`config.mk`:
```
export PLATFORM = sky130hd
export DESIGN_NAME = csbc_back
export DESIGN_NICKNAME = d
export VERILOG_FILES = /design/src/sv/csbc_pkg.sv /design/src/sv/csbc_back.sv
export SDC_FILE = /design/constraint.sdc
export NUM_CORES = 1
export LEC_CHECK = 0
export ABC_CLOCK_PERIOD_IN_PS = 3700
export BUFFER_PORTS_ARGS = -buffer_cell sky130_fd_sc_hd__buf_2
export CORE_MARGIN = 1
export CORE_UTILIZATION = 45
export CTS_CLUSTER_DIAMETER = 120
export CTS_CLUSTER_SIZE = 28
export DETAILED_ROUTE_END_ITERATION = 16
export GPL_TIMING_DRIVEN = 0
export MAX_ROUTING_LAYER = met4
export PLACE_DENSITY = 0.66
export REMOVE_ABC_BUFFERS = 1
export SETUP_SLACK_MARGIN = 0.15
export SLEW_MARGIN = 5
export SYNTH_ARGS = -nofsm -noshare
export SYNTH_HDL_FRONTEND = slang
export SYNTH_SLANG_ARGS = --single-unit
```
`constraint.sdc`:
```
create_clock -name clk -period 3.7 [get_ports clk]
set_input_delay 1.11 -clock clk [delete_from_list [all_inputs] [get_ports clk]]
set_output_delay 1.11 -clock clk [all_outputs]
set_load 0.01 [all_outputs]
```
`src/sv/csbc_pkg.sv`:
```
package csbc_pkg;

	// Byte values that matter to the lexer
	localparam logic [7:0] CharNewline   = 8'd10;
	localparam logic [7:0] CharSlash     = 8'h2F;
	localparam logic [7:0] CharStar      = 8'h2A;
	localparam logic [7:0] CharDquote    = 8'h22;
	localparam logic [7:0] CharSquote    = 8'h27;
	localparam logic [7:0] CharLbracket  = 8'h5B;
	localparam logic [7:0] CharRbracket  = 8'h5D;
	localparam logic [7:0] CharLbrace    = 8'h7B;
	localparam logic [7:0] CharRbrace    = 8'h7D;
	localparam logic [7:0] CharLparen    = 8'h28;
	localparam logic [7:0] CharRparen    = 8'h29;
	localparam logic [7:0] CharBackslash = 8'h5C;

	// Queue between classifier and lexer
	localparam int QDepth = 2;
	localparam int QPtrW  = 1;
	localparam int QCntW  = 2;

	localparam int OutCountW = 16;
	localparam int OutDataW  = 56;

	typedef enum logic [3:0] {
		CLS_OTHER,
		CLS_NEWLINE,
		CLS_SLASH,
		CLS_STAR,
		CLS_DQUOTE,
		CLS_SQUOTE,
		CLS_LBRACKET,
		CLS_RBRACKET,
		CLS_LBRACE,
		CLS_RBRACE,
		CLS_LPAREN,
		CLS_RPAREN,
		CLS_BACKSLASH
	} char_class_t;

	typedef enum logic [1:0] {
		MODE_CODE  = 2'd0,
		MODE_BLOCK = 2'd1,
		MODE_LINE  = 2'd2
	} lex_mode_t;

	// Handshake between two stages
	typedef struct packed {
		logic valid;
		logic ready;
	} hs_t;

endpackage

```
`src/sv/csbc_back.sv`:
```
module csbc_back #(
	parameter int COUNT_WIDTH = 16
) (
	input  logic                  clk,
	input  logic                  arst_n,
	input  logic                  in_valid,
	output logic                  in_ready,
	input  csbc_pkg::char_class_t in_cls,
	output logic                  m_tvalid,
	input  logic                  m_tready,
	output logic [csbc_pkg::OutDataW-1:0] m_tdata
);

	localparam int ExtW = (COUNT_WIDTH > csbc_pkg::OutCountW) ? COUNT_WIDTH
		: csbc_pkg::OutCountW;
	localparam logic signed [COUNT_WIDTH-1:0] CntMax = {1'b0, {(COUNT_WIDTH-1){1'b1}}};
	localparam logic signed [COUNT_WIDTH-1:0] CntMin = {1'b1, {(COUNT_WIDTH-1){1'b0}}};

	csbc_pkg::lex_mode_t mode_q, mode_d;
	logic slash_q, slash_d;
	logic star_q, star_d;
	logic esc_q, esc_d;
	logic insq_q, insq_d;
	logic indq_q, indq_d;
	logic spar_q, spar_d;
	logic dpar_q, dpar_d;
	logic signed [COUNT_WIDTH-1:0] paren_q, paren_d;
	logic signed [COUNT_WIDTH-1:0] bracket_q, bracket_d;
	logic signed [COUNT_WIDTH-1:0] brace_q, brace_d;
	logic signed [ExtW-1:0] paren_ext, bracket_ext, brace_ext;
	logic balanced;
	logic take;
	logic valid_q;
	logic [csbc_pkg::OutDataW-1:0] data_q;

	assign in_ready = !valid_q || m_tready;
	assign take     = in_valid && in_ready;

	function automatic logic signed [COUNT_WIDTH-1:0] sat_inc(
		input logic signed [COUNT_WIDTH-1:0] v
	);
		sat_inc = (v == CntMax) ? v : v + 1'b1;
	endfunction

	function automatic logic signed [COUNT_WIDTH-1:0] sat_dec(
		input logic signed [COUNT_WIDTH-1:0] v
	);
		sat_dec = (v == CntMin) ? v : v - 1'b1;
	endfunction

	// Next lexer state for the byte at the head of the queue
	always_comb begin
		logic done;
		done      = 1'b0;
		mode_d    = mode_q;
		slash_d   = slash_q;
		star_d    = star_q;
		esc_d     = esc_q;
		insq_d    = insq_q;
		indq_d    = indq_q;
		spar_d    = spar_q;
		dpar_d    = dpar_q;
		paren_d   = paren_q;
		bracket_d = bracket_q;
		brace_d   = brace_q;
		case (mode_q)
			csbc_pkg::MODE_BLOCK: begin
				if (star_q && in_cls == csbc_pkg::CLS_SLASH) begin
					mode_d = csbc_pkg::MODE_CODE;
					star_d = 1'b0;
				end else begin
					star_d = (in_cls == csbc_pkg::CLS_STAR);
				end
			end
			csbc_pkg::MODE_LINE: begin
				if (in_cls == csbc_pkg::CLS_NEWLINE) begin
					mode_d = csbc_pkg::MODE_CODE;
					insq_d = 1'b0;
					indq_d = 1'b0;
				end
			end
			default: begin
				mode_d = csbc_pkg::MODE_CODE;
				if (in_cls == csbc_pkg::CLS_NEWLINE) begin
					insq_d  = 1'b0;
					indq_d  = 1'b0;
					slash_d = 1'b0;
					esc_d   = 1'b0;
				end else if (esc_q) begin
					esc_d = 1'b0;
				end else if (indq_q) begin
					if (in_cls == csbc_pkg::CLS_DQUOTE) begin
						indq_d = 1'b0;
						dpar_d = !dpar_q;
					end
				end else if (insq_q) begin
					if (in_cls == csbc_pkg::CLS_SQUOTE) begin
						insq_d = 1'b0;
						spar_d = !spar_q;
					end
				end else begin
					if (slash_q) begin
						slash_d = 1'b0;
						if (in_cls == csbc_pkg::CLS_SLASH) begin
							mode_d = csbc_pkg::MODE_LINE;
							done   = 1'b1;
						end else if (in_cls == csbc_pkg::CLS_STAR) begin
							mode_d = csbc_pkg::MODE_BLOCK;
							star_d = 1'b0;
							done   = 1'b1;
						end
					end
					if (!done) begin
						case (in_cls)
							csbc_pkg::CLS_SLASH: slash_d = 1'b1;
							csbc_pkg::CLS_DQUOTE: begin
								indq_d = 1'b1;
								dpar_d = !dpar_q;
							end
							csbc_pkg::CLS_SQUOTE: begin
								insq_d = 1'b1;
								spar_d = !spar_q;
							end
							csbc_pkg::CLS_LBRACKET:  bracket_d = sat_inc(bracket_q);
							csbc_pkg::CLS_RBRACKET:  bracket_d = sat_dec(bracket_q);
							csbc_pkg::CLS_LBRACE:    brace_d   = sat_inc(brace_q);
							csbc_pkg::CLS_RBRACE:    brace_d   = sat_dec(brace_q);
							csbc_pkg::CLS_LPAREN:    paren_d   = sat_inc(paren_q);
							csbc_pkg::CLS_RPAREN:    paren_d   = sat_dec(paren_q);
							csbc_pkg::CLS_BACKSLASH: esc_d     = 1'b1;
							default: ;
						endcase
					end
				end
			end
		endcase
	end

	assign paren_ext   = ExtW'(paren_d);
	assign bracket_ext = ExtW'(bracket_d);
	assign brace_ext   = ExtW'(brace_d);
	assign balanced    = (paren_d == '0) && (bracket_d == '0) && (brace_d == '0)
		&& !spar_d && !dpar_d;

	always_ff @(posedge clk or negedge arst_n) begin
		if (!arst_n) begin
			mode_q    <= csbc_pkg::MODE_CODE;
			slash_q   <= 1'b0;
			star_q    <= 1'b0;
			esc_q     <= 1'b0;
			insq_q    <= 1'b0;
			indq_q    <= 1'b0;
			spar_q    <= 1'b0;
			dpar_q    <= 1'b0;
			paren_q   <= '0;
			bracket_q <= '0;
			brace_q   <= '0;
			valid_q   <= 1'b0;
		end else begin
			if (take) begin
				mode_q    <= mode_d;
				slash_q   <= slash_d;
				star_q    <= star_d;
				esc_q     <= esc_d;
				insq_q    <= insq_d;
				indq_q    <= indq_d;
				spar_q    <= spar_d;
				dpar_q    <= dpar_d;
				paren_q   <= paren_d;
				bracket_q <= bracket_d;
				brace_q   <= brace_d;
				valid_q   <= 1'b1;
			end else if (m_tready) begin
				valid_q <= 1'b0;
			end
		end
	end

	always_ff @(posedge clk) begin
		if (take) begin
			data_q <= {4'b0000,
				(mode_d != csbc_pkg::MODE_CODE),
				balanced,
				dpar_d,
				spar_d,
				brace_ext[csbc_pkg::OutCountW-1:0],
				bracket_ext[csbc_pkg::OutCountW-1:0],
				paren_ext[csbc_pkg::OutCountW-1:0]};
		end
	end

	assign m_tvalid = valid_q;
	assign m_tdata  = data_q;

endmodule

```
* After elaboration in Yosys (flattened, before gate mapping)
Index checks and enable logic that the tools add are counted.
Cells by class: add/sub/neg operators 6, reduce and logical (&&, ||, !) cells 25, equality and inequality tests 29, mux-type cells 99, bitwise gates (word level) 3
Operator list (number):
- two-way mux 16 bit | 24
- == test 16 bit (second input constant) | 6
- case mux 16 bit (2 select lines) | 3
- two-way mux 1 bit | 60
- adder 16 x 1 -> 16 bit (second input constant) | 3
- logical NOT 16 bit | 3
- subtractor 16 x 1 -> 16 bit (second input constant) | 3
- == test 4 bit (second input constant) | 5
- == test 4 x 3 -> 1 bit (second input constant) | 4
- two-way mux 2 bit | 8
- inequality test 2 x 1 -> 1 bit (second input constant) | 8
- AND reduction 5 bit | 2
- AND reduction 9 bit | 1
- == test 4 x 2 -> 1 bit (second input constant) | 2
- nonzero test 2 bit | 4
- logical AND 1 bit | 6
- case mux 1 bit (2 select lines) | 3
- logical NOT 1 bit | 5
- == test 4 x 1 -> 1 bit (second input constant) | 1
- case mux 2 bit (2 select lines) | 1
- AND reduction 4 bit | 1
- NOT 1 bit | 3
- == test 2 x 1 -> 1 bit (second input constant) | 1
- == test 2 bit (second input constant) | 1
- 4 further kinds | 4
Storage, ports and cells: word-level logic and storage cells 175, input bits 8, bits in registers 110, output and inout port bits 58

* Depth between registers and ports, before layout
Gate-level depths: netlist of run 1.
depth in word-level cells 20, gate-level depth with buffers 12, gate-level depth less buffers 10

* Worst setup path before layout of run 1
Ideal clock, no wire load.
kind in2reg, start input m_tready, end register data_q (netlist bit m_tdata[0]), enable pin, data arrival time 3157 ps, path slack 106 ps, stages on the path 4, path buffers 1, library setup time 437 ps, required time 3263 ps, path through nand2b_1 -> nand2_1 -> clkinv_1 -> clkbuf_1
On the way: longest elaborated chain between the ends 2
Ends and longest elaborated chain:
- start: declaration | line csbc_back.sv:10 | input logic m_tready,
- logical OR 1 bit | line csbc_back.sv:36 | assign in_ready = !valid_q || m_tready;
- logical AND 1 bit | line csbc_back.sv:37 | assign take = in_valid && in_ready;
- net take | line csbc_back.sv:32 | logic take;
- end signal: assignment | line csbc_back.sv:181 | data_q <= {4'b0000,
- end: declaration | line csbc_back.sv:34 | logic [csbc_pkg::OutDataW-1:0] data_q;
The timed path passes the listed nets, and every way through them passes these cells. A chain may end at the register's enable or synchronous reset.

* Worst setup path in the final report of run 1
start input in_cls[2], end register data_q (netlist bit m_tdata[50]) (data pin)
On the way: longest elaborated chain between the ends 20, elaborated cells on any way between the ends 63, classes of those cells eq/ne: 11; mux: 43; reduce/logical: 9
Ends and longest elaborated chain:
- start: declaration | line csbc_back.sv:8 | input csbc_pkg::char_class_t in_cls,
- == test 4 x 2 -> 1 bit | line csbc_back.sv:107 | end else if (in_cls == csbc_pkg::CLS_STAR) begin
- two-way mux 1 bit | line csbc_back.sv:107
- two-way mux 1 bit | line csbc_back.sv:104 | if (in_cls == csbc_pkg::CLS_SLASH) begin
- two-way mux 1 bit | line csbc_back.sv:102 | if (slash_q) begin
- two-way mux 1 bit | line csbc_back.sv:96 | end else if (insq_q) begin
- two-way mux 1 bit | line csbc_back.sv:91 | end else if (indq_q) begin
- two-way mux 1 bit | line csbc_back.sv:89 | end else if (esc_q) begin
- two-way mux 1 bit | line csbc_back.sv:84 | if (in_cls == csbc_pkg::CLS_NEWLINE) begin
- (+4 left out)
- two-way mux 16 bit | line csbc_back.sv:89
- two-way mux 16 bit | line csbc_back.sv:84
- two-way mux 16 bit | line csbc_back.sv:66 | case (mode_q)
- logical NOT 16 bit | line csbc_back.sv:142 | assign balanced = (paren_d == '0) && (bracket_d == '0) && (brace_d == '0)
- logical AND 1 bit (2 in a row) | line csbc_back.sv:142
- logical AND 1 bit | line csbc_back.sv:143 | && !spar_d && !dpar_d;
- logical AND 1 bit * | line csbc_back.sv:143
- net balanced | line csbc_back.sv:31 | logic balanced;
The timed path passes the listed nets; every way through them passes the cells marked *. The select of a mux whose other input is x is not followed.

==> flow_summary_export.csv, run 1 <==
group,metric,value,unit
cts,htreeDepth,3,
sta,worst_pin_slew,0.814,ns
sta,post-route-period-util,92.6,%
hold_path,hp-class,"reg -> reg",
cts,clkTransAtPathRegs,0.08,ns
critical_path,path_cells,"buf_2 > and4bb_2 > nand2_2 > nor4_1 > a31oi_1 > xnor2_1 > nand2_1 > or4b_1 > nor4_2",
yosys,netlist_top_cells_count,"nand2_1 (157), dfrtp_1 (58), clkbuf_1 (57), edfxtp_1 (52), nor2_1 (51)",
sta,hold_viol_final,0,
critical_path,r2r_setup_slack,0.31,ns
floorplanning,initial_core_util,46.4,%
cts,clk_latency,0.37,ns
cts,hold_buffers,0,
yosys,synthTopCellsByArea,"edfxtp_1 (21%), dfrtp_1 (19%), nand2_1 (7.9%), clkbuf_1 (2.9%), nor2_1 (2.6%)",
yosys,synthDominantCellAreaShare,20.9,%
drt,drc,0,
critical_path,slowest_delay,0.51,ns
critical_path,crit_type,"in -> reg",
drt,via_per_inst,6.17,
hold_path,min_to,"dpar_q",
yosys,synth_seq_cells,110,
yosys,yosys.area.top_type,"edfxtp_1",
sta,rsz0062_at_grt,"no",
critical_path,r2r-end,"m_tdata[50]",
drt,wl,20900,microns
cts,cts_tree,"yes",
global_routing,gr-usage-all-layers,25.9,%
placed_design,dp_slack,-0.705,ns
yosys,netlist_instances,856,
cells_and_area,design_area,0.00833,sq mm
placed_design,place_congestion,0.939,
sta,hold_ws,0.493,ns
floorplanning,die-height,131,microns
placed_design,portBuffers,61,
global_routing,gr-total-overflow,0,
global_routing,grt_max_degree,104,
sta,slew_violations,0,
power_and_ir_drop,p_leak,3.29,nW
power_and_ir_drop,power.density,638,mW/mm^2
yosys,ys_types,88,
critical_path,required,3.89,ns
cells_and_area,fin_cells,1089,
status,status,"completed",
sta,skew,0.0134,ns
cells_and_area,diodes,0,
critical_path,crit-reg2reg-launch,"brace_q[7]",
sta,setup_tns,0,ns
yosys,ys_seq_area_share,40.4,%
sta,timing.fmax,292,MHz
placed_design,placed_cell_area,0.00773,sq mm
critical_path,cp_max_fo,20,
sta,relSlewSlack,45.3,%
yosys,synth_most_common_cell,"nand2_1",
flow_run,drv_cap,0,
global_routing,grt_pass1_wl,32800,microns
hold_path,hold_path_depth,1,
yosys,async_flop_share,52.7,%
floorplanning,rows,46,
yosys,netlist_area,0.00746,sq mm
cts,numCtsBuffers,9,
drt,drtAntennaViolNets,0,
drt,wl_per_cell,19.2,microns
cells_and_area,drive_gt1_share,17.1,%
critical_path,critPathLaunchType,"input port",
drt,drt_iter0_drc,670,
yosys,ys.flop_type,"dfrtp_1",
floorplanning,chipWidth,131,microns
sta,min_period,3.43,ns
floorplanning,io_pins,66,
cells_and_area,nNetsFinal,887,
yosys,syn_avg_cell_area,8.71,sq um
power_and_ir_drop,vdd_drop_max,0.396,mV
critical_path,r2r_cells,8,
sta,fin_ws,0.272,ns
sta,setup_viol,0,
placed_design,place_inst,1057,
critical_path,crit_path_top_delay_cell,"or4b_1",
cells_and_area,areaGrowthSynthToFinish,11.6,%
cts,cts.path.max_buffers,2,
drt,vias,6723,
global_routing,grt_pass1_vias,5906,
yosys,ys_warn_count,0,
cts,root_buffer,"clkbuf_16",
critical_path,critPathArrivalTime,3.62,ns
yosys,synth_edf_count,52,
cts,clock-sinks,110,
drt,dr.pass1.iters,5,
floorplanning,coreArea,0.0161,sq mm
floorplanning,dieArea,0.0171,sq mm
critical_path,worstSetupEndpointType,"register",
global_routing,antenna_found_initial,0,
hold_path,min_from,"dpar_q",
placed_design,hpwl,14200,microns
==> repair_timing <==
action                                  in CTS  in global routing
endpoints found under the setup margin       9                  1
setup buffers                                6                 10
pin swaps                                    2                  5
resized for setup                           15                 19
==> worst max path at each step <==
stage | start | endpoint | cells past startpoint
floorplan | m_tready | brace_q[2] | 5
global placement | m_tready | slash_q | 7
detailed placement | in_cls[0] | m_tdata[50] | 9
CTS | brace_q[7] | m_tdata[50] | 8
global route | brace_q[9] | m_tdata[50] | 8
finish | in_cls[2] | m_tdata[50] | 9
==> report_power, final <==
part           internal (mW)  switching (mW)
Combinational          0.848            1.31
Clock                  0.538           0.481
Sequential              1.61           0.519
Total                   3.00            2.31
==> through the flow <==
stage,util [%],power [mW]
after floorplan,-,3.43
after CTS,50.7,5.21
after global routing,51.8,5.62
final,51.8,5.31
after detailed placement,48.2,4.13
after global placement,47.9,4.12
==> cell usage in the layout (no fill, tap or decap), types with 7 or more instances in the layout <==
master | netlist | layout
xor2_1 | 10 | 10
nor4_1 | 29 | 26
nor2_1 | 51 | 49
o31ai_1 | 8 | 7
o22ai_1 | 9 | 9
edfxtp_1 | 52 | 52
buf_4 | 4 | 18
and3_1 | 14 | 14
a31oi_1 | 16 | 16
a21oi_1 | 26 | 26
o211ai_1 | 8 | 8
nor4_2 | 5 | 8
nor3_1 | 25 | 22
ha_1 | 11 | 10
o21ai_0 | 33 | 33
dfrtp_1 | 58 | 58
nand2_1 | 157 | 153
or3_1 | 10 | 10
a211oi_1 | 8 | 8
clkbuf_16 | 0 | 9
xnor2_1 | 17 | 17
buf_2 | 14 | 57
inv_1 | 21 | 21
nand4_1 | 29 | 29
nand3_1 | 24 | 24
==> state kept, by name (all words and copies together), names as in the netlist <==
register	flops
spar_q	1
brace_q	16
m_tdata	52
mode_q	2
slash_q	1
m_tvalid	1
star_q	1
dpar_q	1
paren_q	16
esc_q	1
bracket_q	16
indq_q	1
insq_q	1
==> final cells by class <==
type	count	area, sq um
Sequential cell	110	3010
Inverter	22	87.6
Fill cell	1502	7730
Multi-Input combinational cell	647	4180
Tap cell	216	270
Clock buffer	10	229
Timing Repair Buffer	78	475
Clock inverter	6	75.1
==> critical path: cells and delay by family <==
family | cells | cell delay (ns)
compound gates | 1 | 0.09
xor+xnor | 1 | 0.27
buf+inv | 1 | 0.24
simple gates | 6 | 1.88
==> per-layer routing <==
layer  wire length [microns]  global-route usage [%]
met5                       0                       -
met2                    9350                    37.3
met1                    9960                    37.6
met3                    1190                    4.07
met4                     402                    7.51
==> cell families (layout without fill, tap and decap cells) <==
logic type	Yosys count	in the layout	share of synthesized area [%]
compound gates	178	178	16.5
xor+xnor	28	28	3.39
fa+ha+maj	11	11	1.85
buf+inv	102	116	5.87
flops	110	110	40.4
mux	8	8	1.16
other cells	1	4	0.0503
simple gates	418	418	30.8
(Power assumes the default switching activity.)
==> run 2, diff against run 1 <==
- ABC_CLOCK_PERIOD_IN_PS: 3700 -> 3600
- CORE_UTILIZATION: 45 -> 61
- PLACE_DENSITY: 0.66 -> 0.84
- clock period: 3.7 -> 3.6 ns (I/O delays scaled with it)
==> flow_summary_export.csv, run 2 (synthesized netlist as in run 1, its figures left out) <==
group,metric,value,unit
cells_and_area,diodes,0,
cells_and_area,areaGrowthSynthToFinish,11.4,%
cts,clkTransAtPathRegs,0.08,ns
sta,rsz0062_at_grt,"no",
drt,wl,21600,microns
cts,cts_tree,"yes",
critical_path,crit_path_top_delay_cell,"or4b_1",
cells_and_area,nFillCells,951,
cells_and_area,final_common_cell,"nand2_1",
critical_path,critPathLaunchType,"input port",
cells_and_area,nNetsFinal,892,
cts,clk_latency,0.37,ns
cells_and_area,multiInputGateArea,0.00422,sq mm
cells_and_area,ff_latch_area,0.00301,sq mm
critical_path,crit_type,"in -> reg",
critical_path,crit_start,"in_cls[1]",
power_and_ir_drop,power,5.49,mW
drt,wl_per_cell,21.1,microns
global_routing,gr-total-overflow,0,
floorplanning,initial_core_util,62.4,%
critical_path,critPathTopFamily,"simple AND/OR/NAND/NOR gates",
sta,min_period,3.35,ns
cells_and_area,fin_cells,1025,
critical_path,crit-reg2reg-launch,"mode_q[0]",
sta,post-route-period-util,93.1,%
critical_path,cp_num_buf_inv,1,
critical_path,critPathArrivalTime,3.55,ns
power_and_ir_drop,p_leak,3.33,nW
cts,htreeDepth,3,
global_routing,grt_max_degree,104,
cts,cts.path.max_buffers,2,
global_routing,gr-usage-all-layers,35.1,%
global_routing,antenna_found_initial,0,
cts,root_buffer,"clkbuf_16",
sta,relSlewSlack,32.1,%
drt,drt_iter0_drc,848,
sta,hold_viol_final,0,
critical_path,crit_top_cell,"nand2_1",
drt,drc,0,
critical_path,path_cells,"buf_4 > and4bb_2 > nand2_2 > nand2_1 > a21oi_1 > a311oi_2 > nand2_1 > or4b_1 > nor4_2",
critical_path,required,3.80,ns
floorplanning,io_pins,66,
hold_path,min_from,"spar_q",
floorplanning,rows,40,
cells_and_area,drive_gt1_share,18.1,%
drt,via_per_inst,6.86,
placed_design,hpwl,14200,microns
placed_design,portBuffers,61,
critical_path,slowest_delay,0.55,ns
floorplanning,die-height,113,microns
flow_run,drv_cap,0,
sta,skew,0.0109,ns
sta,worst_pin_slew,1.00,ns
cells_and_area,final_util,69.5,%
cts,numCtsBuffers,9,
floorplanning,dieArea,0.0127,sq mm
sta,setup_viol,0,
drt,vias,7028,
cells_and_area,design_area,0.00831,sq mm
sta,timing.fmax,298,MHz
power_and_ir_drop,vdd_drop_max,0.531,mV
placed_design,place_inst,988,
hold_path,hp-class,"reg -> reg",
global_routing,grt_pass1_vias,6490,
drt,dr.pass1.iters,8,
critical_path,cp_max_fo,24,
status,status,"completed",
sta,setup_tns,0,ns
global_routing,grt_pass1_wl,33700,microns
cts,hold_buffers,0,
cells_and_area,final_cell_mix,"nand2_1 (153), dfrtp_1 (58), buf_2 (56)",
cells_and_area,largest_reg_flops,52,
power_and_ir_drop,power.density,661,mW/mm^2
floorplanning,coreArea,0.0120,sq mm
floorplanning,chipWidth,113,microns
drt,drtAntennaViolNets,0,
sta,slew_violations,0,
placed_design,place_congestion,0.960,
placed_design,placed_cell_area,0.00763,sq mm
cts,clock-sinks,110,
critical_path,worstSetupEndpointType,"register",
run 2: stage by stage:
stage,setup slack [ns],hold WS [ns]
floorplan,-1.53,0.462
global placement,-3.38,0.477
detailed placement,-0.831,0.484
CTS,0.155,0.504
global route,0.147,0.521
finish,0.247,0.505
run 2: final cells by class:
cell class              instances  area share [%]
clock buffers                   9            2.71
clock inverters                 7           0.994
inverters                      22            1.05
multi-input cells             647            50.7
flip-flops and latches        110            36.3
well taps                     147            2.21
repair buffers                 83            6.05
run 2: what timing repair did:
action,CTS,global route
setup buffers,8,13
pin swaps,2,7
resized for setup,18,29
setup endpoints to repair,18,1
run 2: worst paths after layout:
kind | to | slack (ns) | cells past startpoint
setup / recovery | m_tdata[50] | 0.25 | 9
hold / removal | spar_q | 0.50 | 1
setup reg to reg | m_tdata[50] | 0.30 | 11
hold reg to reg | spar_q | 0.50 | 1
max in group asynchronous | bracket_q[8] | 2.27 | 1
min in group asynchronous | bracket_q[9] | 0.80 | 1
run 2: metal layers:
layer	GRT usage (%)	routed length (microns)	up-vias
li1	-	-	3223
met1	46.3	9190	3339
met2	53.5	10100	391
met3	6.05	1680	75
met4	15.2	711	0
met5	-	0	-
run 2: worst register-to-register path, cell delays in order (launching register included):
cell and delay [ns]:
dfrtp_1 0.38, inv_1 0.10, ha_4 0.32, nor4b_4 0.26, buf_6 0.20, and4b_4 0.34
buf_4 0.15, a21boi_0 0.10, a311oi_2 0.33, nand2_1 0.15, or4b_1 0.55, nor4_2 0.27
run 2: power breakdown:
| part | leakage, nW | total [mW] | internal [mW] | switching, mW |
|---|---|---|---|---|
| sequential | 1.28 | 2.20 | 1.66 | 0.541 |
| combinational | 1.90 | 2.23 | 0.870 | 1.37 |
| clock | 0.153 | 1.06 | 0.551 | 0.508 |
